**config.mk**
```make
export PLATFORM = sky130hd
export DESIGN_NAME = xml_entity_decoder
export DESIGN_NICKNAME = d
export VERILOG_FILES = /design/src/design/xed_pkg.sv /design/src/design/xed_front.sv /design/src/design/xed_back.sv /design/src/design/xml_entity_decoder.sv
export SDC_FILE = /design/constraint.sdc
export NUM_CORES = 1
export LEC_CHECK = 0
export ABC_AREA = 0
export BUFFER_PORTS_ARGS = -buffer_cell sky130_fd_sc_hd__buf_2
export CAP_MARGIN = 10
export CORE_MARGIN = 4
export CORE_UTILIZATION = 49
export CTS_CLUSTER_DIAMETER = 150
export DETAILED_ROUTE_END_ITERATION = 10
export GPL_ROUTABILITY_DRIVEN = 0
export PLACE_DENSITY = 0.77
export SLEW_MARGIN = 30
export SYNTH_ARGS = -nofsm -noshare
export SYNTH_HDL_FRONTEND = slang
export SYNTH_HIERARCHICAL = 1
export SYNTH_SLANG_ARGS = --single-unit
export TNS_END_PERCENT = 30
```
**constraint.sdc**
```tcl
create_clock -name clock -period 5.45 [get_ports clock]
set_input_delay 0.545 -clock clock [delete_from_list [all_inputs] [get_ports clock]]
set_output_delay 0.545 -clock clock [all_outputs]
set_load 0.01 [all_outputs]
```
**src/design/xed_pkg.sv**
```systemverilog
// ----------------------------------------------------------------------------
// xed_pkg
// Shared types, character codes and helper functions for the entity decoder.
// ----------------------------------------------------------------------------
package xed_pkg;

   localparam logic [7:0] CH_AMP  = 8'h26;
   localparam logic [7:0] CH_SEMI = 8'h3B;
   localparam logic [7:0] CH_HASH = 8'h23;
   localparam logic [7:0] CH_X_LO = 8'h78;
   localparam logic [7:0] CH_X_UP = 8'h58;

   localparam logic [20:0] CODE_MAX = 21'h10FFFF;
   localparam logic [20:0] CODE_SAT = 21'h110000;

   localparam int NUM_NAMES = 5;

   // queue word between front and back
   typedef struct packed {
      logic [7:0] data;
      logic       last;
      logic       is_amp;
      logic       is_semi;
   } word_type;

   typedef enum logic [2:0] {
      ST_IDLE,
      ST_TAKE,
      ST_FIN,
      ST_UTF,
      ST_RAW,
      ST_RESCAN,
      ST_FLUSH,
      ST_END
   } state_type;

   typedef struct packed {
      logic [2:0]      count;
      logic [3:0][7:0] bytes;
   } utf_type;

   // named entity bodies: amp, lt, gt, quot, apos (byte 0 in the low bits)
   function automatic logic [31:0] name_word(input logic [2:0] k);
      logic [31:0] w;
      case (k)
         3'd0:    w = 32'h00706D61;
         3'd1:    w = 32'h0000746C;
         3'd2:    w = 32'h00007467;
         3'd3:    w = 32'h746F7571;
         3'd4:    w = 32'h736F7061;
         default: w = 32'h0;
      endcase
      return w;
   endfunction

   function automatic logic [2:0] name_len(input logic [2:0] k);
      logic [2:0] n;
      case (k)
         3'd0:    n = 3'd3;
         3'd1:    n = 3'd2;
         3'd2:    n = 3'd2;
         3'd3:    n = 3'd4;
         3'd4:    n = 3'd4;
         default: n = 3'd7;
      endcase
      return n;
   endfunction

   function automatic logic [7:0] name_out(input logic [2:0] k);
      logic [7:0] c;
      case (k)
         3'd0:    c = 8'h26;
         3'd1:    c = 8'h3C;
         3'd2:    c = 8'h3E;
         3'd3:    c = 8'h22;
         3'd4:    c = 8'h27;
         default: c = 8'h00;
      endcase
      return c;
   endfunction

   // {valid, value}
   function automatic logic [4:0] digit_of(input logic [7:0] c, input logic hex);
      logic [4:0] r;
      r = 5'b0;
      if (c >= 8'h30 && c <= 8'h39) begin
         r = {1'b1, 4'(c - 8'h30)};
      end else if (hex && c >= 8'h61 && c <= 8'h66) begin
         r = {1'b1, 4'(c - 8'h57)};
      end else if (hex && c >= 8'h41 && c <= 8'h46) begin
         r = {1'b1, 4'(c - 8'h37)};
      end
      return r;
   endfunction

   // one digit step with saturation above the code range
   function automatic logic [20:0] acc_step(input logic [20:0] v, input logic [3:0] d,
                                            input logic hex);
      logic [24:0] t;
      if (hex) begin
         t = {v, 4'b0};
      end else begin
         t = {1'b0, v, 3'b0} + {3'b0, v, 1'b0};
      end
      t = t + {21'b0, d};
      if (t > {4'b0, CODE_MAX}) begin
         return CODE_SAT;
      end
      return t[20:0];
   endfunction

   function automatic utf_type utf8_enc(input logic [20:0] v);
      utf_type u;
      u.bytes = '0;
      if (v < 21'h80) begin
         u.count    = 3'd1;
         u.bytes[0] = v[7:0];
      end else if (v < 21'h800) begin
         u.count    = 3'd2;
         u.bytes[0] = {3'b110, v[10:6]};
         u.bytes[1] = {2'b10, v[5:0]};
      end else if (v < 21'h10000) begin
         u.count    = 3'd3;
         u.bytes[0] = {4'b1110, v[15:12]};
         u.bytes[1] = {2'b10, v[11:6]};
         u.bytes[2] = {2'b10, v[5:0]};
      end else begin
         u.count    = 3'd4;
         u.bytes[0] = {5'b11110, v[20:18]};
         u.bytes[1] = {2'b10, v[17:12]};
         u.bytes[2] = {2'b10, v[11:6]};
         u.bytes[3] = {2'b10, v[5:0]};
      end
      return u;
   endfunction

endpackage

```
**src/design/xed_front.sv**
```systemverilog
// ----------------------------------------------------------------------------
// xed_front
// Input side: takes words, tags ampersand and semicolon, two-entry queue.
// ----------------------------------------------------------------------------
module xed_front import xed_pkg::*; (
   input  logic       clock,
   input  logic       reset,
   input  logic       req_valid,
   output logic       req_ready,
   input  logic [7:0] req_in_byte,
   input  logic       req_in_last,
   output logic       q_valid,
   output word_type   q_word,
   input  logic       q_pop
);

   word_type   entry_ff [2];
   logic       wr_ptr_ff, wr_ptr_in;
   logic       rd_ptr_ff, rd_ptr_in;
   logic [1:0] fill_ff, fill_in;
   logic       push;
   word_type   tagged_word;

   assign req_ready = (fill_ff != 2'd2);
   assign q_valid   = (fill_ff != 2'd0);
   assign q_word    = entry_ff[rd_ptr_ff];
   assign push      = req_valid && req_ready;

   always_comb begin
      tagged_word.data    = req_in_byte;
      tagged_word.last    = req_in_last;
      tagged_word.is_amp  = (req_in_byte == CH_AMP);
      tagged_word.is_semi = (req_in_byte == CH_SEMI);
      wr_ptr_in = push ? !wr_ptr_ff : wr_ptr_ff;
      rd_ptr_in = q_pop ? !rd_ptr_ff : rd_ptr_ff;
      fill_in   = fill_ff + {1'b0, push} - {1'b0, q_pop};
   end

   always_ff @(posedge clock) begin
      if (reset) begin
         wr_ptr_ff <= 1'b0;
         rd_ptr_ff <= 1'b0;
         fill_ff   <= 2'd0;
      end else begin
         wr_ptr_ff <= wr_ptr_in;
         rd_ptr_ff <= rd_ptr_in;
         fill_ff   <= fill_in;
      end
   end

   always_ff @(posedge clock) begin
      if (push) begin
         entry_ff[wr_ptr_ff] <= tagged_word;
      end
   end

endmodule

```
**src/design/xed_back.sv**
```systemverilog
// ----------------------------------------------------------------------------
// xed_back
// Sequencer: holds reference bytes, decodes entities, rescans, emits bytes.
// ----------------------------------------------------------------------------
module xed_back import xed_pkg::*; #(
   parameter int MAX_SPAN = 12
) (
   input  logic       clock,
   input  logic       reset,
   input  logic       q_valid,
   input  word_type   q_word,
   output logic       q_pop,
   output logic       rsp_valid,
   input  logic       rsp_ready,
   output logic [7:0] rsp_out_byte,
   output logic       rsp_byte_valid,
   output logic       rsp_run_last,
   output logic       rsp_message_end
);

   localparam int CW = $clog2(MAX_SPAN);

   state_type              state_ff, state_in;
   word_type               cur_ff, cur_in;
   logic                   in_ref_ff, in_ref_in;
   logic [CW-1:0]          count_ff, count_in;
   logic [7:0]             held_ff [MAX_SPAN];
   logic [CW-1:0]          rd_ff, rd_in;
   logic [CW-1:0]          raw_len_ff, raw_len_in;
   logic                   semi_ff, semi_in;
   logic [NUM_NAMES-1:0]   match_ff, match_in;
   logic                   hash_ff, hash_in;
   logic                   isx_ff, isx_in;
   logic                   dec_ok_ff, dec_ok_in;
   logic [20:0]            dec_val_ff, dec_val_in;
   logic                   hex_ok_ff, hex_ok_in;
   logic [20:0]            hex_val_ff, hex_val_in;
   utf_type                utf_ff, utf_in;
   logic [1:0]             uidx_ff, uidx_in;
   logic                   stg_valid_ff, stg_valid_in;
   logic [7:0]             stg_byte_ff, stg_byte_in;
   logic                   rsp_valid_ff, rsp_valid_in;
   logic [7:0]             rsp_byte_ff, rsp_byte_in;
   logic                   rsp_bv_ff, rsp_bv_in;
   logic                   rsp_rl_ff, rsp_rl_in;
   logic                   rsp_me_ff, rsp_me_in;

   logic                   out_free, can_push;
   logic                   push, hold, open_ref, held_we, done;
   logic [7:0]             push_byte, hold_byte, rd_byte;
   logic [4:0]             dg_dec, dg_hex;
   logic                   named_hit, num_hex, num_ok;
   logic [7:0]             named_char;
   logic [20:0]            num_val;
   logic [31:0]            nm_word;

   assign rsp_valid       = rsp_valid_ff;
   assign rsp_out_byte    = rsp_byte_ff;
   assign rsp_byte_valid  = rsp_bv_ff;
   assign rsp_run_last    = rsp_rl_ff;
   assign rsp_message_end = rsp_me_ff;

   assign out_free = !rsp_valid_ff || rsp_ready;
   assign can_push = !stg_valid_ff || out_free;
   assign rd_byte  = held_ff[rd_ff];

   // reference body decode
   always_comb begin
      named_hit  = 1'b0;
      named_char = 8'h00;
      for (int k = 0; k < NUM_NAMES; k++) begin
         if (match_ff[k] && count_ff == CW'(name_len(3'(k)))) begin
            named_hit  = 1'b1;
            named_char = name_out(3'(k));
         end
      end
      num_hex = (count_ff > CW'(2)) && isx_ff;
      num_val = num_hex ? hex_val_ff : dec_val_ff;
      num_ok  = (count_ff > CW'(1)) && hash_ff && (num_hex ? hex_ok_ff : dec_ok_ff) &&
                (num_val != 21'd0) && (num_val <= CODE_MAX);
   end

   // sequencer
   always_comb begin
      state_in   = state_ff;
      cur_in     = cur_ff;
      in_ref_in  = in_ref_ff;
      count_in   = count_ff;
      rd_in      = rd_ff;
      raw_len_in = raw_len_ff;
      semi_in    = semi_ff;
      utf_in     = utf_ff;
      uidx_in    = uidx_ff;
      q_pop      = 1'b0;
      push       = 1'b0;
      push_byte  = 8'h00;
      hold       = 1'b0;
      hold_byte  = 8'h00;
      open_ref   = 1'b0;
      held_we    = 1'b0;
      done       = 1'b0;
      case (state_ff)
         ST_IDLE: begin
            if (q_valid) begin
               q_pop    = 1'b1;
               cur_in   = q_word;
               state_in = ST_TAKE;
            end
         end
         ST_TAKE: begin
            if (!in_ref_ff) begin
               if (cur_ff.is_amp) begin
                  open_ref = 1'b1;
                  state_in = cur_ff.last ? ST_FLUSH : ST_END;
               end else if (can_push) begin
                  push      = 1'b1;
                  push_byte = cur_ff.data;
                  state_in  = ST_END;
               end
            end else if (cur_ff.is_semi) begin
               state_in = ST_FIN;
            end else if (count_ff < CW'(MAX_SPAN - 1)) begin
               hold      = 1'b1;
               hold_byte = cur_ff.data;
               state_in  = cur_ff.last ? ST_FLUSH : ST_END;
            end else if (can_push) begin
               // span exceeded: emit ampersand, rescan held bytes plus this one
               push      = 1'b1;
               push_byte = CH_AMP;
               held_we   = 1'b1;
               hold_byte = cur_ff.data;
               in_ref_in = 1'b0;
               count_in  = '0;
               rd_in     = '0;
               state_in  = ST_RESCAN;
            end
         end
         ST_FIN: begin
            if (can_push) begin
               in_ref_in = 1'b0;
               count_in  = '0;
               if (named_hit) begin
                  push      = 1'b1;
                  push_byte = named_char;
                  state_in  = ST_END;
               end else if ((count_ff > CW'(1)) && hash_ff) begin
                  utf_in   = utf8_enc(num_val);
                  uidx_in  = 2'd0;
                  state_in = num_ok ? ST_UTF : ST_END;
               end else begin
                  push       = 1'b1;
                  push_byte  = CH_AMP;
                  raw_len_in = count_ff;
                  semi_in    = 1'b1;
                  rd_in      = '0;
                  state_in   = ST_RAW;
               end
            end
         end
         ST_UTF: begin
            if (can_push) begin
               push      = 1'b1;
               push_byte = utf_ff.bytes[uidx_ff];
               uidx_in   = uidx_ff + 2'd1;
               if ({1'b0, uidx_ff} + 3'd1 == utf_ff.count) begin
                  state_in = ST_END;
               end
            end
         end
         ST_RAW: begin
            if (rd_ff != raw_len_ff) begin
               if (can_push) begin
                  push      = 1'b1;
                  push_byte = rd_byte;
                  rd_in     = rd_ff + CW'(1);
               end
            end else if (!semi_ff) begin
               state_in = ST_END;
            end else if (can_push) begin
               push      = 1'b1;
               push_byte = CH_SEMI;
               state_in  = ST_END;
            end
         end
         ST_RESCAN: begin
            if (in_ref_ff || rd_byte == CH_AMP || can_push) begin
               if (in_ref_ff) begin
                  hold      = 1'b1;
                  hold_byte = rd_byte;
               end else if (rd_byte == CH_AMP) begin
                  open_ref = 1'b1;
               end else begin
                  push      = 1'b1;
                  push_byte = rd_byte;
               end
               rd_in = rd_ff + CW'(1);
               if (rd_ff == CW'(MAX_SPAN - 1)) begin
                  state_in = cur_ff.last ? ST_FLUSH : ST_END;
               end
            end
         end
         ST_FLUSH: begin
            if (!in_ref_ff) begin
               state_in = ST_END;
            end else if (can_push) begin
               push       = 1'b1;
               push_byte  = CH_AMP;
               raw_len_in = count_ff;
               count_in   = '0;
               in_ref_in  = 1'b0;
               semi_in    = 1'b0;
               rd_in      = '0;
               state_in   = ST_RAW;
            end
         end
         ST_END: begin
            done = out_free || (!stg_valid_ff && !cur_ff.last);
            if (done) begin
               if (q_valid) begin
                  q_pop    = 1'b1;
                  cur_in   = q_word;
                  state_in = ST_TAKE;
               end else begin
                  state_in = ST_IDLE;
               end
            end
         end
         default: begin
            state_in = ST_IDLE;
         end
      endcase
      if (open_ref) begin
         in_ref_in = 1'b1;
         count_in  = '0;
      end
      if (hold) begin
         held_we  = 1'b1;
         count_in = count_ff + CW'(1);
      end
   end

   // incremental match and digit tracking of the held body
   always_comb begin
      match_in   = match_ff;
      hash_in    = hash_ff;
      isx_in     = isx_ff;
      dec_ok_in  = dec_ok_ff;
      dec_val_in = dec_val_ff;
      hex_ok_in  = hex_ok_ff;
      hex_val_in = hex_val_ff;
      nm_word    = 32'h0;
      dg_dec     = digit_of(hold_byte, 1'b0);
      dg_hex     = digit_of(hold_byte, 1'b1);
      if (open_ref) begin
         match_in   = '1;
         hash_in    = 1'b0;
         isx_in     = 1'b0;
         dec_ok_in  = 1'b1;
         dec_val_in = '0;
         hex_ok_in  = 1'b1;
         hex_val_in = '0;
      end else if (hold) begin
         for (int k = 0; k < NUM_NAMES; k++) begin
            nm_word     = name_word(3'(k));
            match_in[k] = match_ff[k] && (count_ff < CW'(name_len(3'(k)))) &&
                          (hold_byte == nm_word[{count_ff[1:0], 3'b000} +: 8]);
         end
         if (count_ff == CW'(0)) begin
            hash_in = (hold_byte == CH_HASH);
         end else begin
            dec_ok_in  = dec_ok_ff && dg_dec[4];
            dec_val_in = acc_step(dec_val_ff, dg_dec[3:0], 1'b0);
         end
         if (count_ff == CW'(1)) begin
            isx_in = (hold_byte == CH_X_LO) || (hold_byte == CH_X_UP);
         end
         if (count_ff >= CW'(2)) begin
            hex_ok_in  = hex_ok_ff && dg_hex[4];
            hex_val_in = acc_step(hex_val_ff, dg_hex[3:0], 1'b1);
         end
      end
   end

   // staging byte and output register
   always_comb begin
      stg_valid_in = stg_valid_ff;
      stg_byte_in  = stg_byte_ff;
      rsp_valid_in = rsp_valid_ff && !rsp_ready;
      rsp_byte_in  = rsp_byte_ff;
      rsp_bv_in    = rsp_bv_ff;
      rsp_rl_in    = rsp_rl_ff;
      rsp_me_in    = rsp_me_ff;
      if (push) begin
         if (stg_valid_ff) begin
            rsp_valid_in = 1'b1;
            rsp_byte_in  = stg_byte_ff;
            rsp_bv_in    = 1'b1;
            rsp_rl_in    = 1'b0;
            rsp_me_in    = 1'b0;
         end
         stg_valid_in = 1'b1;
         stg_byte_in  = push_byte;
      end else if (state_ff == ST_END && out_free) begin
         if (stg_valid_ff) begin
            rsp_valid_in = 1'b1;
            rsp_byte_in  = stg_byte_ff;
            rsp_bv_in    = 1'b1;
            rsp_rl_in    = 1'b1;
            rsp_me_in    = cur_ff.last;
            stg_valid_in = 1'b0;
         end else if (cur_ff.last) begin
            rsp_valid_in = 1'b1;
            rsp_byte_in  = 8'h00;
            rsp_bv_in    = 1'b0;
            rsp_rl_in    = 1'b1;
            rsp_me_in    = 1'b1;
         end
      end
   end

   always_ff @(posedge clock) begin
      if (reset) begin
         state_ff     <= ST_IDLE;
         in_ref_ff    <= 1'b0;
         count_ff     <= '0;
         stg_valid_ff <= 1'b0;
         rsp_valid_ff <= 1'b0;
      end else begin
         state_ff     <= state_in;
         in_ref_ff    <= in_ref_in;
         count_ff     <= count_in;
         stg_valid_ff <= stg_valid_in;
         rsp_valid_ff <= rsp_valid_in;
      end
   end

   always_ff @(posedge clock) begin
      cur_ff      <= cur_in;
      rd_ff       <= rd_in;
      raw_len_ff  <= raw_len_in;
      semi_ff     <= semi_in;
      match_ff    <= match_in;
      hash_ff     <= hash_in;
      isx_ff      <= isx_in;
      dec_ok_ff   <= dec_ok_in;
      dec_val_ff  <= dec_val_in;
      hex_ok_ff   <= hex_ok_in;
      hex_val_ff  <= hex_val_in;
      utf_ff      <= utf_in;
      uidx_ff     <= uidx_in;
      stg_byte_ff <= stg_byte_in;
      rsp_byte_ff <= rsp_byte_in;
      rsp_bv_ff   <= rsp_bv_in;
      rsp_rl_ff   <= rsp_rl_in;
      rsp_me_ff   <= rsp_me_in;
      if (held_we) begin
         held_ff[count_ff] <= hold_byte;
      end
   end

endmodule

```
**src/design/xml_entity_decoder.sv**
```systemverilog
// ----------------------------------------------------------------------------
// xml_entity_decoder
// Streaming XML entity decoder: named and numeric references to UTF-8 bytes.
// ----------------------------------------------------------------------------
//   channel   dir   handshake              payload
//   req       in    req_valid / req_ready  req_in_byte, req_in_last
//   rsp       out   rsp_valid / rsp_ready  rsp_out_byte, rsp_byte_valid,
//                                          rsp_run_last, rsp_message_end
//
// a plain byte passes the take state, then the close-of-word state, in the back sequencer
// each emitted byte is a step of its own: a raw reference or span rescan walks the
// held bytes one per cycle unless the back stalls, up to MAX_SPAN bytes
// a two-word queue lets the input side keep taking words while the back stalls
// synchronous active-high reset; no clearing pass, held bytes need none
// a full output register with a waiting staging byte stalls the back
// ----------------------------------------------------------------------------
module xml_entity_decoder import xed_pkg::*; #(
   parameter int MAX_SPAN = 12
) (
   input  logic       clock,
   input  logic       reset,
   input  logic       req_valid,
   output logic       req_ready,
   input  logic [7:0] req_in_byte,
   input  logic       req_in_last,
   output logic       rsp_valid,
   input  logic       rsp_ready,
   output logic [7:0] rsp_out_byte,
   output logic       rsp_byte_valid,
   output logic       rsp_run_last,
   output logic       rsp_message_end
);

   logic     q_valid;
   logic     q_pop;
   word_type q_word;

   xed_front u_front (
      .clock       (clock),
      .reset       (reset),
      .req_valid   (req_valid),
      .req_ready   (req_ready),
      .req_in_byte (req_in_byte),
      .req_in_last (req_in_last),
      .q_valid     (q_valid),
      .q_word      (q_word),
      .q_pop       (q_pop)
   );

   xed_back #(.MAX_SPAN(MAX_SPAN)) u_back (
      .clock           (clock),
      .reset           (reset),
      .q_valid         (q_valid),
      .q_word          (q_word),
      .q_pop           (q_pop),
      .rsp_valid       (rsp_valid),
      .rsp_ready       (rsp_ready),
      .rsp_out_byte    (rsp_out_byte),
      .rsp_byte_valid  (rsp_byte_valid),
      .rsp_run_last    (rsp_run_last),
      .rsp_message_end (rsp_message_end)
   );

   a_bare_marker_ends: assert property (@(posedge clock) disable iff (reset)
      rsp_valid && !rsp_byte_valid |-> rsp_message_end && rsp_run_last)
      else $error("bare marker without message end");

   a_end_is_run_last: assert property (@(posedge clock) disable iff (reset)
      rsp_valid && rsp_message_end |-> rsp_run_last)
      else $error("message end on a word that is not run last");

   a_idle_after_reset: assert property (@(posedge clock)
      $past(reset) |-> !rsp_valid)
      else $error("result word right after reset");

   a_no_pop_empty: assert property (@(posedge clock) disable iff (reset)
      q_pop |-> q_valid)
      else $error("queue popped while empty");

endmodule

```
Word level (Yosys, flattened, before mapping)
Memories as Yosys holds them, arrays and structs flattened. A register that Yosys moved wholly into a read port is not among the register bits. Cells that the tools add are included.

Bits in registers: 141. Memory bits (writable): 118. Input port bits: 13. Output and inout bits: 13. Memories kept: 2.

Add/subtract/negate cells: 12. $lt $le $gt $ge: 20. Equal/unequal tests: 52. Shifts and indexed selects: 5. Multiplexer cells: 218. Bitwise logic cells: 2. Reductions and logical operators: 68.

Memory list: u_back.held_ff (depth 12, width 8, read ports 1, clocked after memory_dff 1, write ports 1, RTL line xed_back.sv:27) `logic [7:0] held_ff [MAX_SPAN];`; u_front.entry_ff (depth 2, width 11, read ports 1, clocked after memory_dff 1, write ports 1, RTL line xed_front.sv:17) `word_type entry_ff [2];`.

Operators by type and width (count): 32-bit two-way mux (10); 8-bit two-way mux (31); 32-bit by 6-bit indexed part select with 8-bit output (5); 25-bit two-way mux (6); 21-bit two-way mux (5); 4-bit two-way mux (24); 1-bit two-way mux (82); 3-bit two-way mux (27); 25-bit by 4-bit adder with 25-bit output (2); 25-bit by 21-bit > comparator with 1-bit output (second input constant) (2); 8-bit case mux with 6 select lines (1); 8-bit == test (5); 8-bit by 6-bit == test with 1-bit output (second input constant) (4); 6-bit two-way mux (5); 1-bit logical AND (29); 2-bit by 1-bit inequality test with 1-bit output (second input constant) (13); 24-bit by 22-bit adder with 25-bit output (1); 3-bit case mux with 8 select lines (1); 11-bit two-way mux (2); 22-bit two-way mux (1); 11-bit case mux with 2 select lines (1); 21-bit less-or-equal comparator (second input constant) (1); 21-bit by 12-bit less-than comparator with 1-bit output (second input constant) (1); 21-bit by 17-bit less-than comparator with 1-bit output (second input constant) (1); other kinds (65) (117).

Depth between registers and ports, before layout
Word-level depth: 20. Gate-level depth with buffers: 25. Depth with buffers taken out: 22.

Modules after synthesis
The synthesis kept the hierarchy.

By module, submodules not included: xed_back (instances 1, cells each 1147, area an instance 12729.7 um2, sequential area each 6346.1 um2); xed_front (instances 1, cells each 68, area an instance 1082.3 um2, sequential area each 760.7 um2).

Worst setup path before layout
OpenSTA, ideal clock, no wires.

Path kind: flip-flop to flip-flop. From: register u_back.state_ff[2]. To: register u_back.dec_val_ff[12]. Setup time: 0.120 ns. Arrival: 5.234 ns. Required time: 5.330 ns. Setup slack: 0.097 ns. Stages on the path, launching flop included: 24. Path through: dfxtp_1 clkbuf_1 nor3b_1 nand3b_1 a21oi_1 a22oi_1 inv_1 ha_1 nor2_1 inv_1 a21oi_1 or3_1 nor2_1 ha_1 a21o_1 a21oi_1 nor4b_1 nor3b_1 nand4_1 nor4_4 mux2_1 a211oi_1 buf_4 o31ai_2.

Cells in the longest elaborated chain, start to end: 12. Elaborated cells between the ends (all ways): 18.

RTL lines: start: declaration (RTL line xed_back.sv:23) `state_type state_ff, state_in;`; start signal: assignment (RTL line xed_back.sv:329) `state_ff <= state_in;`; 3-bit == test or 3-bit by 1-bit == test with 1-bit output (tied branches) (RTL line xed_back.sv:102) `case (state_ff)`; 8-bit case mux with 2 select lines (*) (RTL line xed_back.sv:102); net u_back.hold_byte[0] (RTL line xed_back.sv:50) `logic [7:0] push_byte, hold_byte, rd_byte;`; 8-bit by 6-bit greater-or-equal comparator with 1-bit output or 8-bit by 6-bit less-or-equal comparator with 1-bit output (tied branches) (RTL line xed_pkg.sv:86) `if (c >= 8'h30 && c <= 8'h39) begin`; 1-bit logical AND (RTL line xed_pkg.sv:86); 5-bit two-way mux (*) (RTL line xed_pkg.sv:86); 25-bit by 4-bit adder with 25-bit output (*) (RTL line xed_pkg.sv:105) `t = t + {21'b0, d};`; 25-bit by 21-bit > comparator with 1-bit output (RTL line xed_pkg.sv:106) `if (t > {4'b0, CODE_MAX}) begin`; 1-bit two-way mux (RTL line xed_pkg.sv:106); 1-bit two-way mux (RTL line xed_back.sv:268) `if (count_ff == CW'(0)) begin`; 1-bit two-way mux (RTL line xed_back.sv:262) `end else if (hold) begin`; 1-bit two-way mux (RTL line xed_back.sv:254) `if (open_ref) begin`; 21-bit two-way mux (*) (RTL line xed_pkg.sv:109) `return t[20:0];`; end signal: assignment (RTL line xed_back.sv:346) `dec_val_ff <= dec_val_in;`; end: declaration (RTL line xed_back.sv:35) `logic [20:0] dec_val_ff, dec_val_in;`.

Mark *: on every way through the listed nets, which the timed path passes. The rest lies on a longest branch. The select of a mux whose other input is x is not followed. A chain may end at the register's enable or synchronous reset.

==> results.py <==
metrics = {
    "power_and_ir_drop": {
        "p_switching_w": 0.002235,
        "pwr-share-comb_pct": 31.2,
        "internal-power_w": 0.004522,
        "clkPwrFrac_pct": 28.6,
        "power_w": 0.006757,
        "seqPwrFrac_pct": 40.2,
        "max-vdd-ir-drop_mv": 0.2252,
        "p_leak_nw": 5.512,
        "power_density_nw_per_um2": 431.3,
        "swShare_pct": 33.08,
    },
    "detailed_routing": {
        "first_pass_iters": 7,
        "viasPerCell": 6.110,
        "remaining_drc_errors": 0,
        "ant_nets": 0,
        "vias": 10167,
        "drt_iter0_markers": 1155,
        "post_drt_wl_per_cell_um": 19.48,
        "routed_wirelength_um": 32410,
    },
    "sta": {
        "worst_slew_pin_slew_ns": 0.9185,
        "fmax_mhz": 191.5,
        "period_minus_slack_ns": 5.221,
        "max_slew_margin_pct": 38.54,
        "drv_slew": 0,
        "setup-violations-final": 0,
        "hold_violations": 0,
        "fin_skew_ns": 0.02808,
        "finalCritPeriodShare_pct": 95.80,
    },
    "synthesis": {
        "synthTopCellsByCount": "190 x edfxtp_1, 121 x nand2_1, 92 x nor2_1",
        "synth_area_leaders": "edfxtp_1 41%, dfxtp_1 10%, mux4_2 5.1%",
        "synth-seq-area-share_pct": 51.45,
        "syn_area_per_cell_um2": 11.37,
        "ys.flop_type": "edfxtp_1",
        "synth-seq-cells": 260,
        "yosys_warnings": 6,
        "synth_nets": 1265,
        "async_flop_share_pct": 0,
        "syn_area_um2": 13810,
        "yosysUniqueCellTypes": 97,
        "yosys.area.top_type": "edfxtp_1",
        "syn_inst": 1215,
        "yosysMostFrequentCell": "edfxtp_1",
        "synth-edff-count": 190,
        "synth.top_cell.area_share_pct": 41.31,
    },
    "setup_path": {
        "rr_worst_depth": 23,
        "r2r_slack_ns": 0.23,
        "rr_endpoint": "u_back/dec_val_ff[14]",
        "cp_max_fo": 11,
        "worst-setup-path-type": "flop to flop",
        "start_kind": "flop",
        "required_ns": 5.87,
        "worstPathArrival_ns": 5.64,
        "end_kind": "flop",
    },
    "cells_and_area": {
        "fin_area_um2": 15670,
        "drive_above_1_share_pct": 18.20,
        "n_antenna_cell": 0,
        "syn2layout_area_growth_pct": 13.43,
        "final_net_count": 1316,
        "fin_cells": 1664,
        "utilization_pct": 56.39,
    },
    "grt": {
        "grt_pass1_vias": 9603,
        "grt_overflow": 0,
        "grt_antenna_before_repair": 0,
        "grt_usage_pct": 20.60,
        "grt_max_degree": 37,
        "grt_pass1_wl_um": 51880,
    },
    "clocking": {
        "tritoncts": "built",
        "cts.htree.levels": 1,
        "cts.sinks": 260,
        "cts_buffer_depth": 3,
        "clkSlewWorstSetupHoldPaths_ns": 0.06,
        "cts_root_buf": "clkbuf_16",
        "cts_buffers": 28,
        "clk_latency_ns": 0.56,
    },
    "place": {
        "port_buffers": 25,
        "place_inst": 1602,
        "dp_hpwl_um": 22730,
        "place_area_um2": 14520,
    },
    "floorplanning": {
        "die_w_um": 175.9,
        "num_io_pins": 26,
        "rows": 61,
        "initial_core_util_pct": 49.72,
        "die_h_um": 175.9,
        "die_area_um2": 30940,
        "core-area_um2": 27780,
    },
    "min_path": {
        "hp-start": "req_in_byte[5]",
        "min_path_cells": 1,
        "hold_end": "u_front/entry_ff[1][8]",
        "hold_class": "input port to flop",
    },
    "outcome": {
        "status": "finished, final reports clean",
    },
    "run": {
        "maxCapViolations": 0,
    },
}
==> cells in the final DEF, fill, tap and decap left out, types with 12 or more instances in the layout <==
cell and count:
xnor2_1 34, nor2b_1 20, and2_1 15, nor2_1 91
buf_4 48, nor3_1 13, clkbuf_16 31, xor2_1 13
mux4_2 31, nand2_1 121, ha_1 32, o31ai_2 19
dfxtp_1 69, nand2b_1 12, nand3_1 39, a211oi_1 19
buf_2 25, o21ai_0 46, a21boi_0 17, inv_1 35
mux2i_1 24, and3_1 17, edfxtp_1 190, a21oi_1 61
==> registers in the layout (all words and copies together), names as in the netlist, 3 cells and up, named ones only <==
| signal | cells |
|---|---|
| u_back/count_ff | 4 |
| u_front/entry_ff | 22 |
| u_back/rd_ff | 4 |
| u_back/match_ff | 5 |
| u_back/raw_len_ff | 4 |
| u_back/stg_byte_ff | 8 |
| u_back/cur_ff | 11 |
| u_back/dec_val_ff | 21 |
| u_back/hex_val_ff | 21 |
| u_back/state_ff | 3 |
| u_back/held_ff | 96 |
| u_back/rsp_out_byte | 8 |
| u_back/utf_ff | 31 |
==> worst max-delay path, cell delays in order (launching register included) <==
cell and delay (ns):
dfxtp_2 0.35, buf_12 0.14, mux4_2 0.49, mux2i_1 0.18, o21ai_2 0.11, a22oi_2 0.33
ha_2 0.25, nor2_1 0.06, inv_1 0.05, a21oi_1 0.08, or3_1 0.37, nor2_2 0.13
ha_2 0.20, a21o_1 0.11, a21oi_1 0.11, nor4b_2 0.23, buf_4 0.15, nor3b_2 0.19
nand4_1 0.20, nor4_4 0.38, mux2_4 0.34, a211oi_4 0.32, clkbuf_16 0.23, o31ai_2 0.06
==> worst max-delay path by stage <==
stage	cells past startpoint	slack [ns]	end
floorplan	23	0.1	u_back/dec_val_ff[12]
CTS	23	0.004	u_back/dec_val_ff[7]
finish	23	0.23	u_back/dec_val_ff[14]
global route	23	-0.01	u_back/dec_val_ff[14]
global placement	23	0.20	u_back/dec_val_ff[6]
detailed placement	23	0.11	u_back/dec_val_ff[11]
==> kinds of logic (layout without fill, tap and decap cells) <==
family	after synthesis	after routing	synth area share (%)
compound gates	297	297	15.64
mux	73	73	8.262
buf+inv	94	165	2.872
xor+xnor	48	48	3.098
simple gates	406	406	15.21
flops	260	260	51.45
fa+ha+maj	37	37	3.460
==> area by class of cell <==
| cell class | instances | area, µm² |
|---|---|---|
| clock buffers | 41 | 842.1 |
| clock inverters | 9 | 126.4 |
| fillers | 2270 | 12120 |
| inverters | 37 | 138.9 |
| multi-input cells | 861 | 6396 |
| flip-flops and latches | 260 | 7108 |
| well taps | 378 | 473.0 |
| repair buffers | 78 | 581.8 |
==> metal layers <==
metal / GRT usage (%) / wire [µm] / up-vias / part of all wire [%]
li1: - / - / 4733 / -
met1: 30.16 / 14410 / 4935 / 44
met2: 32.47 / 14740 / 448 / 45
met3: 3.078 / 2548 / 51 / 7.9
met4: 5.328 / 711 / 0 / 2.2
met5: 0 / 0 / - / 0
==> power groups by stage <==
stage | combinational, W | sequential [W] | clock, W
final | 0.00211 | 0.00272 | 0.00193
after CTS | 0.00203 | 0.00270 | 0.00196
after global routing | 0.00230 | 0.00274 | 0.00206
after global placement | 0.00197 | 0.00273 | 0
after floorplan | 0.00149 | 0.00266 | 0
after detailed placement | 0.00201 | 0.00274 | 0
==> repair_timing <==
| action | in CTS | in global routing |
|---|---|---|
| setup endpoints to repair | 1 | 21 |
| gates cloned | 0 | 2 |
| setup buffers | 0 | 10 |
| hold buffers | 0 | 0 |
| hold endpoints to repair | 0 | 0 |
| resized for setup | 1 | 17 |
| pin swaps | 0 | 6 |
==> per-stage QoR <==
| stage | setup TNS [ns] | worst slack, ns | hold WS, ns |
|---|---|---|---|
| final | 0 | 0.2291 | 0.1949 |
| after detailed placement | 0 | 0.1104 | 0.4650 |
| after global placement | 0 | 0.2012 | 0.4575 |
| after global routing | -0.01954 | -0.01212 | 0.1719 |
| after floorplan | 0 | 0.09669 | 0.4294 |
| after CTS | 0 | 0.003523 | 0.1679 |
(Power assumes the default switching activity.)
